`src/rtl/lsbc_pkg.sv`:
```
// Package for the link supervisor: timer widths, register indexes and the state type.
package lsbc_pkg;

    // Width of the elapsed-tick timers, less the saturation headroom bit.
    localparam int TIMER_BITS = 16;
    localparam int ELAPSED_W  = TIMER_BITS + 1;

    // Configuration registers are all 16 bits wide.
    localparam int REG_W   = 16;
    localparam int INDEX_W = 2;

    // Comparisons are made at the wider of the timer and register widths.
    localparam int CMP_W = (ELAPSED_W > REG_W) ? ELAPSED_W : REG_W;

    localparam logic [ELAPSED_W-1:0] ELAPSED_MAX   = {ELAPSED_W{1'b1}};
    localparam logic [ELAPSED_W-1:0] ELAPSED_START =
        {1'b1, {TIMER_BITS{1'b0}}};

    // Register indexes on the configuration port.
    localparam logic [INDEX_W-1:0] REG_RECONNECT_HOLDOFF  = 2'd0;
    localparam logic [INDEX_W-1:0] REG_BLINK_SHORT_PERIOD = 2'd1;
    localparam logic [INDEX_W-1:0] REG_BLINK_LONG_PERIOD  = 2'd2;

    // Register reset values.
    localparam logic [REG_W-1:0] RESET_RECONNECT_HOLDOFF  = 16'd5000;
    localparam logic [REG_W-1:0] RESET_BLINK_SHORT_PERIOD = 16'd200;
    localparam logic [REG_W-1:0] RESET_BLINK_LONG_PERIOD  = 16'd1000;

    // Link status codes as sampled.
    localparam logic [1:0] STATUS_DOWN      = 2'd0;
    localparam logic [1:0] STATUS_CONNECTED = 2'd2;

    // Supervisor states.
    typedef enum logic [1:0] {
        ST_DISCONNECTED = 2'd0,
        ST_CONNECTING   = 2'd1,
        ST_SUBSCRIBING  = 2'd2,
        ST_ONLINE       = 2'd3
    } t_link_state;

    // Saturating increment of an elapsed-tick timer.
    function automatic logic [ELAPSED_W-1:0] tick_up(input logic [ELAPSED_W-1:0] v);
        tick_up = (v == ELAPSED_MAX) ? v : v + ELAPSED_W'(1);
    endfunction

    // Strict compare of a timer against a register value.
    function automatic logic exceeds(input logic [ELAPSED_W-1:0] v,
                                     input logic [REG_W-1:0] period);
        exceeds = CMP_W'(v) > CMP_W'(period);
    endfunction

endpackage

```
`src/rtl/link_supervisor_blink_code.sv`:
```
// Top level of the link supervisor with its blink-code status LED.

// Each accepted input transfer is one millisecond tick carrying the sampled
// link status. The block steps a four-state supervisor (disconnected,
// connecting, subscribing, online), raises one-tick connect and subscribe
// requests, and drives the LED with a blink code of the state before the
// tick. The state registers are updated and the result is loaded into
// the output register on the edge that accepts the tick, so a new tick
// can be accepted in every cycle while the downstream side keeps taking
// results. The output register is the only buffer, so the input is
// stalled only while a result waits and is not being taken. Configuration
// writes take effect at the next edge.
module link_supervisor_blink_code (
    input  logic                       i_clk,
    input  logic                       i_rst_n,
    // Configuration write port
    input  logic                       i_cfg_we,
    input  logic [lsbc_pkg::INDEX_W-1:0] i_cfg_index,
    input  logic [lsbc_pkg::REG_W-1:0]   i_cfg_data,
    // Input channel
    input  logic                       i_in_valid,
    output logic                       o_in_ready,
    input  logic [1:0]                 i_link_status,
    // Output channel
    output logic                       o_out_valid,
    input  logic                       i_out_ready,
    output logic                       o_led_on,
    output logic                       o_connect_request,
    output logic                       o_subscribe_request,
    output logic [1:0]                 o_supervisor_state
);
    import lsbc_pkg::*;

    // Configuration registers
    logic [REG_W-1:0] r_reconnect_holdoff;
    logic [REG_W-1:0] r_blink_short_period;
    logic [REG_W-1:0] r_blink_long_period;

    // Supervisor and LED state
    t_link_state          r_state, n_state;
    logic [ELAPSED_W-1:0] r_reconnect_elapsed, n_reconnect_elapsed;
    logic [ELAPSED_W-1:0] r_blink_elapsed, n_blink_elapsed;
    logic [2:0]           r_blink_count, n_blink_count;
    logic                 r_blink_phase, n_blink_phase;
    logic                 r_led_level, n_led_level;

    // Output register
    logic       r_out_valid;
    logic       r_led_on;
    logic       r_connect_request, n_connect_request;
    logic       r_subscribe_request, n_subscribe_request;
    logic [1:0] r_supervisor_state;

    logic       in_xfer;
    logic [ELAPSED_W-1:0] reconnect_tick;
    logic [ELAPSED_W-1:0] blink_tick;
    logic [2:0] burst_len;

    // A tick is taken whenever the output register is free or being emptied.
    assign o_in_ready = !r_out_valid || i_out_ready;
    assign in_xfer    = i_in_valid && o_in_ready;

    // Configuration writes; an index beyond the list is ignored.
    always_ff @(posedge i_clk) begin
        if (!i_rst_n) begin
            r_reconnect_holdoff  <= RESET_RECONNECT_HOLDOFF;
            r_blink_short_period <= RESET_BLINK_SHORT_PERIOD;
            r_blink_long_period  <= RESET_BLINK_LONG_PERIOD;
        end else if (i_cfg_we) begin
            case (i_cfg_index)
                REG_RECONNECT_HOLDOFF:  r_reconnect_holdoff  <= i_cfg_data;
                REG_BLINK_SHORT_PERIOD: r_blink_short_period <= i_cfg_data;
                REG_BLINK_LONG_PERIOD:  r_blink_long_period  <= i_cfg_data;
                default: ;
            endcase
        end
    end

    // Next state of the supervisor, the blink sequencer and the requests.
    always_comb begin
        reconnect_tick = tick_up(r_reconnect_elapsed);
        blink_tick     = tick_up(r_blink_elapsed);
        burst_len      = {1'b0, r_state} + 3'd1;

        n_blink_elapsed = blink_tick;
        n_blink_count   = r_blink_count;
        n_blink_phase   = r_blink_phase;
        n_led_level     = r_led_level;

        // LED: dark gap once the burst is over, else toggle on the short period.
        if (r_blink_count > burst_len) begin
            n_led_level = 1'b0;
            if (exceeds(blink_tick, r_blink_long_period)) begin
                n_blink_elapsed = '0;
                n_blink_count   = '0;
            end
        end else if (exceeds(blink_tick, r_blink_short_period)) begin
            n_blink_elapsed = '0;
            n_led_level     = r_blink_phase;
            if (r_blink_phase) begin
                n_blink_count = r_blink_count + 3'd1;
            end
            n_blink_phase = !r_blink_phase;
        end

        n_state             = r_state;
        n_reconnect_elapsed = reconnect_tick;
        n_connect_request   = 1'b0;
        n_subscribe_request = 1'b0;

        // Supervisor; a status code of three counts as a connecting phase.
        case (r_state)
            ST_DISCONNECTED: begin
                if (exceeds(reconnect_tick, r_reconnect_holdoff)) begin
                    n_connect_request = 1'b1;
                    n_state           = ST_CONNECTING;
                end
            end
            ST_CONNECTING: begin
                if (i_link_status == STATUS_DOWN) begin
                    n_state             = ST_DISCONNECTED;
                    n_reconnect_elapsed = '0;
                end else if (i_link_status == STATUS_CONNECTED) begin
                    n_state = ST_SUBSCRIBING;
                end
            end
            ST_SUBSCRIBING: begin
                if (i_link_status != STATUS_CONNECTED) begin
                    n_state             = ST_DISCONNECTED;
                    n_reconnect_elapsed = '0;
                end else begin
                    n_subscribe_request = 1'b1;
                    n_state             = ST_ONLINE;
                end
            end
            default: begin
                if (i_link_status != STATUS_CONNECTED) begin
                    n_state             = ST_DISCONNECTED;
                    n_reconnect_elapsed = '0;
                end
            end
        endcase
    end

    // State registers advance once per accepted tick.
    always_ff @(posedge i_clk) begin
        if (!i_rst_n) begin
            r_state             <= ST_DISCONNECTED;
            r_reconnect_elapsed <= ELAPSED_START;
            r_blink_elapsed     <= '0;
            r_blink_count       <= '0;
            r_blink_phase       <= 1'b0;
            r_led_level         <= 1'b0;
        end else if (in_xfer) begin
            r_state             <= n_state;
            r_reconnect_elapsed <= n_reconnect_elapsed;
            r_blink_elapsed     <= n_blink_elapsed;
            r_blink_count       <= n_blink_count;
            r_blink_phase       <= n_blink_phase;
            r_led_level         <= n_led_level;
        end
    end

    // Output register valid flag.
    always_ff @(posedge i_clk) begin
        if (!i_rst_n) begin
            r_out_valid <= 1'b0;
        end else if (in_xfer) begin
            r_out_valid <= 1'b1;
        end else if (i_out_ready) begin
            r_out_valid <= 1'b0;
        end
    end

    // Output register payload.
    always_ff @(posedge i_clk) begin
        if (in_xfer) begin
            r_led_on            <= n_led_level;
            r_connect_request   <= n_connect_request;
            r_subscribe_request <= n_subscribe_request;
            r_supervisor_state  <= n_state;
        end
    end

    assign o_out_valid         = r_out_valid;
    assign o_led_on            = r_led_on;
    assign o_connect_request   = r_connect_request;
    assign o_subscribe_request = r_subscribe_request;
    assign o_supervisor_state  = r_supervisor_state;

endmodule

```
`config.mk`:
```
export PLATFORM = sky130hd
export DESIGN_NAME = link_supervisor_blink_code
export DESIGN_NICKNAME = d
export VERILOG_FILES = /design/src/rtl/lsbc_pkg.sv /design/src/rtl/link_supervisor_blink_code.sv
export SDC_FILE = /design/constraint.sdc
export NUM_CORES = 1
export LEC_CHECK = 0
export ABC_CLOCK_PERIOD_IN_PS = 8400
export BUFFER_PORTS_ARGS = -buffer_cell sky130_fd_sc_hd__buf_4
export CAP_MARGIN = 20
export CORE_MARGIN = 10
export CORE_UTILIZATION = 50
export DETAILED_ROUTE_END_ITERATION = 12
export MAX_ROUTING_LAYER = met4
export PLACE_DENSITY = 0.67
export SETUP_SLACK_MARGIN = 0.1
export SLEW_MARGIN = 25
export SYNTH_ARGS = -nofsm -noshare
export SYNTH_HDL_FRONTEND = slang
export SYNTH_SLANG_ARGS = --single-unit
```
`constraint.sdc`:
```
create_clock -name i_clk -period 8.4 [get_ports i_clk]
set_input_delay 0.84 -clock i_clk [delete_from_list [all_inputs] [get_ports i_clk]]
set_output_delay 0.84 -clock i_clk [all_outputs]
set_load 0.005 [all_outputs]
```
Yosys cells after proc, flatten, opt, wreduce, memory -nomap -nowiden
Index checks and enable logic that the tools add are counted.
{"block": "totals", "ram_bits": 0, "in_bits": 25, "latch_bits": 0, "mem_bits_ro": 0, "reg_bits": 95, "mem_count": 0}
{"block": "op_classes", "n_reduce_logical": 15, "order_cmp": 4, "bitwise_logic": 1, "n_div": 0, "mux": 24, "n_shift": 0, "multipliers": 0, "eq_ne": 9, "n_addsub": 4}
{"cell": "$mux W17", "count": 7}
{"cell": "$gt A17 B16 Y1", "count": 3}
{"cell": "$add A17 B1 Y17 const B", "count": 2}
{"cell": "$eq A17 B17 Y1 const B", "count": 2}
{"cell": "$pmux W17 S2", "count": 1}
{"cell": "$mux W3", "count": 4}
{"cell": "$mux W2", "count": 5}
{"cell": "$eq A2 B2 Y1 const B", "count": 3}
{"cell": "$logic_not A2 Y1", "count": 3}
{"cell": "$mux W1", "count": 6}
{"cell": "$pmux W2 S3", "count": 1}
{"cell": "$reduce_and A2 Y1", "count": 3}
{"cell": "$reduce_bool A2 Y1", "count": 3}
{"cell": "$eq A2 B1 Y1 const B", "count": 2}
{"cell": "$reduce_and A4 Y1", "count": 1}
{"cell": "$add A2 B1 Y3 const B", "count": 1}
{"cell": "$add A3 B1 Y3 const B", "count": 1}
{"cell": "$gt A3 B3 Y1", "count": 1}
{"cell": "$reduce_and A3 Y1", "count": 1}
{"cell": "$logic_not A1 Y1", "count": 2}
{"cell": "$ne A2 B1 Y1 const B", "count": 1}
{"cell": "$ne A2 B2 Y1 const B", "count": 1}
{"cell": "$logic_and A1 B1 Y1", "count": 1}
{"cell": "$logic_or A1 B1 Y1", "count": 1}
{"cell": "$not A1 Y1", "count": 1}

Depth between registers and ports, before layout
{"block": "depth", "word_depth": 5, "depth_mapped": 17, "ltp_nobuf": 15}

Worst setup path before layout
No wires, ideal clock.
{"block": "synth_path", "kind": "flip-flop to flip-flop", "from": "register r_blink_elapsed[4]", "to": "register r_blink_elapsed[10]", "path_buffers": 2, "path_stages_with_launch": 17, "setup_slack_ns": 4.764, "required_time_ns": 8.341, "setup_ns": 0.059, "synth_period_minus_slack_ns": 3.636, "arrival_time_ns": 3.577, "cell_sequence": "dfxtp_1 > buf_2 > nand4_1 > nor4_2 > nand2_1 > nand4_2 > nor2_1 > xor2_1 > ha_1 > a21o_1 > a21oi_2 > or3b_4 > o31ai_4 > nand3b_4 > a21oi_4 > buf_6 > a22o_1"}
{"block": "synth_via", "elab_chain_cells": 5, "elab_cells_between_ends": 8, "classes_between": "add/sub: 1; order compare: 2; eq/ne: 1; mux: 4"}
{"item": "start, declared", "line_no": "link_supervisor_blink_code.sv:42", "rtl": "logic [ELAPSED_W-1:0] r_blink_elapsed, n_blink_elapsed;"}
{"item": "start signal, assigned", "line_no": "link_supervisor_blink_code.sv:157", "rtl": "r_blink_elapsed <= n_blink_elapsed;"}
{"item": "$add A17 B1 Y17 or $eq A17 B17 Y1 (tied branches)", "line_no": "lsbc_pkg.sv:43", "rtl": "tick_up = (v == ELAPSED_MAX) ? v : v + ELAPSED_W'(1);"}
{"item": "$mux W17 (*)", "line_no": "lsbc_pkg.sv:43"}
{"item": "$gt A17 B16 Y1", "line_no": "lsbc_pkg.sv:49", "rtl": "exceeds = CMP_W'(v) > CMP_W'(period);"}
{"item": "$mux W17, on equally long branches", "line_no": "link_supervisor_blink_code.sv:97, link_supervisor_blink_code.sv:93"}
{"item": "$mux W17 (*)", "line_no": "link_supervisor_blink_code.sv:91", "rtl": "if (r_blink_count > burst_len) begin"}
Mark *: on every way between the ends. The rest lies on a longest branch, timed or not.
A chain may end at the register's enable or synchronous reset.

Worst setup path in the final report
{"block": "layout_path", "from": "register r_blink_elapsed[4]", "to": "register r_blink_elapsed[0]"}
Same word-level chain as after synthesis.

==> impl_metrics.ini <==
[status]
status = completed

[yosys]
synth_compound_area_share_pct = 20.0
synth_edf_count = 5
synthMuxAreaShare_pct = 0.842
yosys_warnings = 0
synth.top_cell.area_share_pct = 31.9
netlist_instances = 698
yosysUniqueCellTypes = 72
synth_top_family_by_area = simple AND/OR/NAND/NOR gates
syn_area_um2 = 5650
synth_ff_type = dfxtp_1
synth-async-reset-ratio_pct = 0
synth_nets = 781
yosys.area_share.simple_pct = 21.4
synth-xor-area-share_pct = 4.50
synth_area_per_cell_um2 = 8.09
synth_top_cell_by_area = dfxtp_1
ys_seq_elements = 95
synth_fa_ha_area_share_pct = 12.8
synth.area.top_cells = dfxtp_1, ha_1, nand2_1
ys_seq_area_share_pct = 34.6

[power]
p_leak_nw = 2.62
p_sw_uw = 268
total_power_mw = 1.00
combPwrFrac_pct = 10.9
powerDensity_nw_per_um2 = 160
p_int_uw = 734
seqPwrFrac_pct = 47.5
p_clk_share_pct = 41.6
max-vdd-ir-drop_uv = 105
switching_share_pct = 26.7

[route]
vias_per_cell = 5.81
dr.pass1.iters = 5
drt_iter0_drc = 442
wl_mm = 13.9
ant_nets = 0
num_vias = 5006
wire_per_inst_um = 16.2
drcViolationCount = 0

[floorplan]
die_h_um = 126
row_count = 38
pin_count = 32
fp.dieW_um = 126
fp.coreArea_um2 = 10900
die_area_um2 = 15900
start_util_pct = 51.6

[cells_and_area]
drive_gt1_share_pct = 10.1
n_antenna_cell = 0
layout_common_cells = nand2_1, dfxtp_1, a21oi_1
final_common_cell = nand2_1
final_util_pct = 57.4
syn2layout_area_growth_pct = 11.2
stdcell_count = 862
finalNetCount = 800

[timing]
slew_headroom_pct = 43.0
min_period_over_period_pct = 52.0
setup_viol = 0
slew_viol_final = 0
setup_tns_ns = 0
rsz0062_at_grt = false
worstMarginPinSlew_ns = 0.855
hold_violations = 0
period_needed_ns = 4.36
fmaxAchievable_mhz = 229
clock_skew_ns = 0.0101

[global_routing]
grt_max_degree = 47
grtUsageTotal_pct = 17.9
antenna_found_initial = 0
grt_pass1_vias = 4756
grt_remaining_overflow = 0
grt_pass1_wl_mm = 23.3

[setup_path]
cp.arrival_ns = 4.65
reg2reg_from = r_blink_elapsed[4]
r2r_end = r_blink_elapsed[0]
reg2reg_slack_ns = 4.04
reg2regPathDepth = 14
crit_path_start_kind = register
required_ns = 8.69
path_class = register to register
endpoint_kind = register
path_max_fanout = 15

[clocking]
clock_path_buffers = 2
ctsResizeCount = 0
cts_tree = yes
path_clk_slew_ns = 0.07
cts_setup_buffers = 0
root_buffer = clkbuf_16
htreeDepth = 3
postCtsHoldBufs = 0
cts.sinks = 95
clk_latency_ns = 0.35
cts_buffers = 9

[placement]
portBuffers = 31
hpwl_mm = 10.5
dp.cells = 846
gp_congestion = 0.879

[worst_hold_path]
holdPathEnd = r_reconnect_holdoff[10]
worstHoldPathType = register to register
worstHoldPathCells = 2
min_from = r_reconnect_holdoff[10]

[flow_run]
max_cap_viol_count = 0
## sequential cells by signal, summed over array words and instances, names as in the netlist
name / count
o_supervisor_state: 2
r_blink_count: 3
r_blink_elapsed: 17
r_reconnect_elapsed: 17
r_blink_short_period: 16
o_out_valid: 1
r_reconnect_holdoff: 16
r_led_level: 1
r_state: 2
o_led_on: 1
o_connect_request: 1
r_blink_phase: 1
r_blink_long_period: 16
o_subscribe_request: 1
## final cells by class
type	instances	area, µm²
clock buffer	10	250
tap	140	175
clock inverter	6	57.6
fill	1026	4660
sequential	95	1950
inverter	61	229
multi-input combinational	518	3370
timing repair buffer	32	240
## layer usage
metal	track usage [%]	wire length, µm
met5	-	0
met4	5.83	220
met3	2.43	583
met2	27.6	6450
met1	23.6	6680
## cells in the mapped netlist, types with 2 or more instances
cell type / instances
nand3b_1: 2
o21a_1: 2
ha_1: 58
mux2_2: 2
o31ai_1: 5
xnor2_1: 17
and3_1: 6
a2111oi_0: 2
or4_1: 2
xor2_1: 12
o211a_1: 2
nor3_1: 10
edfxtp_1: 5
buf_1: 4
a21boi_0: 3
nor2b_1: 6
clkbuf_1: 16
nand4_1: 16
nand2_1: 126
a311oi_1: 2
a21oi_1: 64
a32oi_1: 2
nor4_1: 2
nand2b_1: 4
and3b_1: 2
a311o_1: 2
a22o_1: 12
inv_1: 60
a22oi_1: 3
nand3_1: 25
a21o_1: 5
o21ai_0: 24
dfxtp_1: 90
nor2_1: 39
a31oi_1: 7
a221o_2: 3
o211ai_1: 15
a211oi_1: 5
and2_1: 2
o21ai_1: 2
## through the flow
stage	hold slack [ns]	instance area (µm²)	setup slack, ns
after global routing	0.474	6280	3.73
after CTS	0.459	6270	4.08
final	0.456	6280	4.04
after global placement	0.443	5960	4.27
after detailed placement	0.449	5960	4.10
after floorplan	0.436	5650	4.76
## worst max-delay path: stages, from the launching register on
cell and delay, ns:
dfxtp_1 0.45, nand4_1 0.22, nor4_2 0.45, nand2_1 0.24, nand4_2 0.24, nor2_1 0.08, xor2_1 0.28, ha_1 0.33
a21o_1 0.18, a21oi_2 0.16, or3b_4 0.41, o31ai_4 0.40, nand3b_4 0.20, a21oi_4 0.43, mux2_2 0.24
## cell families after synthesis
| group | after synthesis |
|---|---|
| mux | 4 |
| simple gates | 256 |
| xor+xnor | 29 |
| flops | 95 |
| buf+inv | 85 |
| compound gates | 171 |
| fa+ha+maj | 58 |
## worst max-delay path by stage
| stage | start | to | cells after the start |
|---|---|---|---|
| floorplan | r_blink_elapsed[4] | r_blink_elapsed[10] | 16 |
| global placement | r_blink_elapsed[4] | r_blink_elapsed[0] | 14 |
| detailed placement | r_blink_elapsed[4] | r_blink_elapsed[0] | 14 |
| CTS | r_blink_elapsed[4] | r_blink_elapsed[0] | 14 |
| global route | r_blink_elapsed[4] | r_blink_elapsed[0] | 14 |
| finish | r_blink_elapsed[4] | r_blink_elapsed[0] | 14 |
## power groups by stage
| stage | Combinational (mW) | Clock, mW | Sequential, mW |
|---|---|---|---|
| 2_1_floorplan | 0.0705 | 0 | 0.484 |
| 3_3_place_gp | 0.104 | 0 | 0.486 |
| 6_report | 0.109 | 0.417 | 0.476 |
| 3_5_place_dp | 0.107 | 0 | 0.486 |
| 4_1_cts | 0.109 | 0.423 | 0.476 |
| 5_1_grt | 0.122 | 0.443 | 0.477 |
Power figures use the tool's default switching activity.
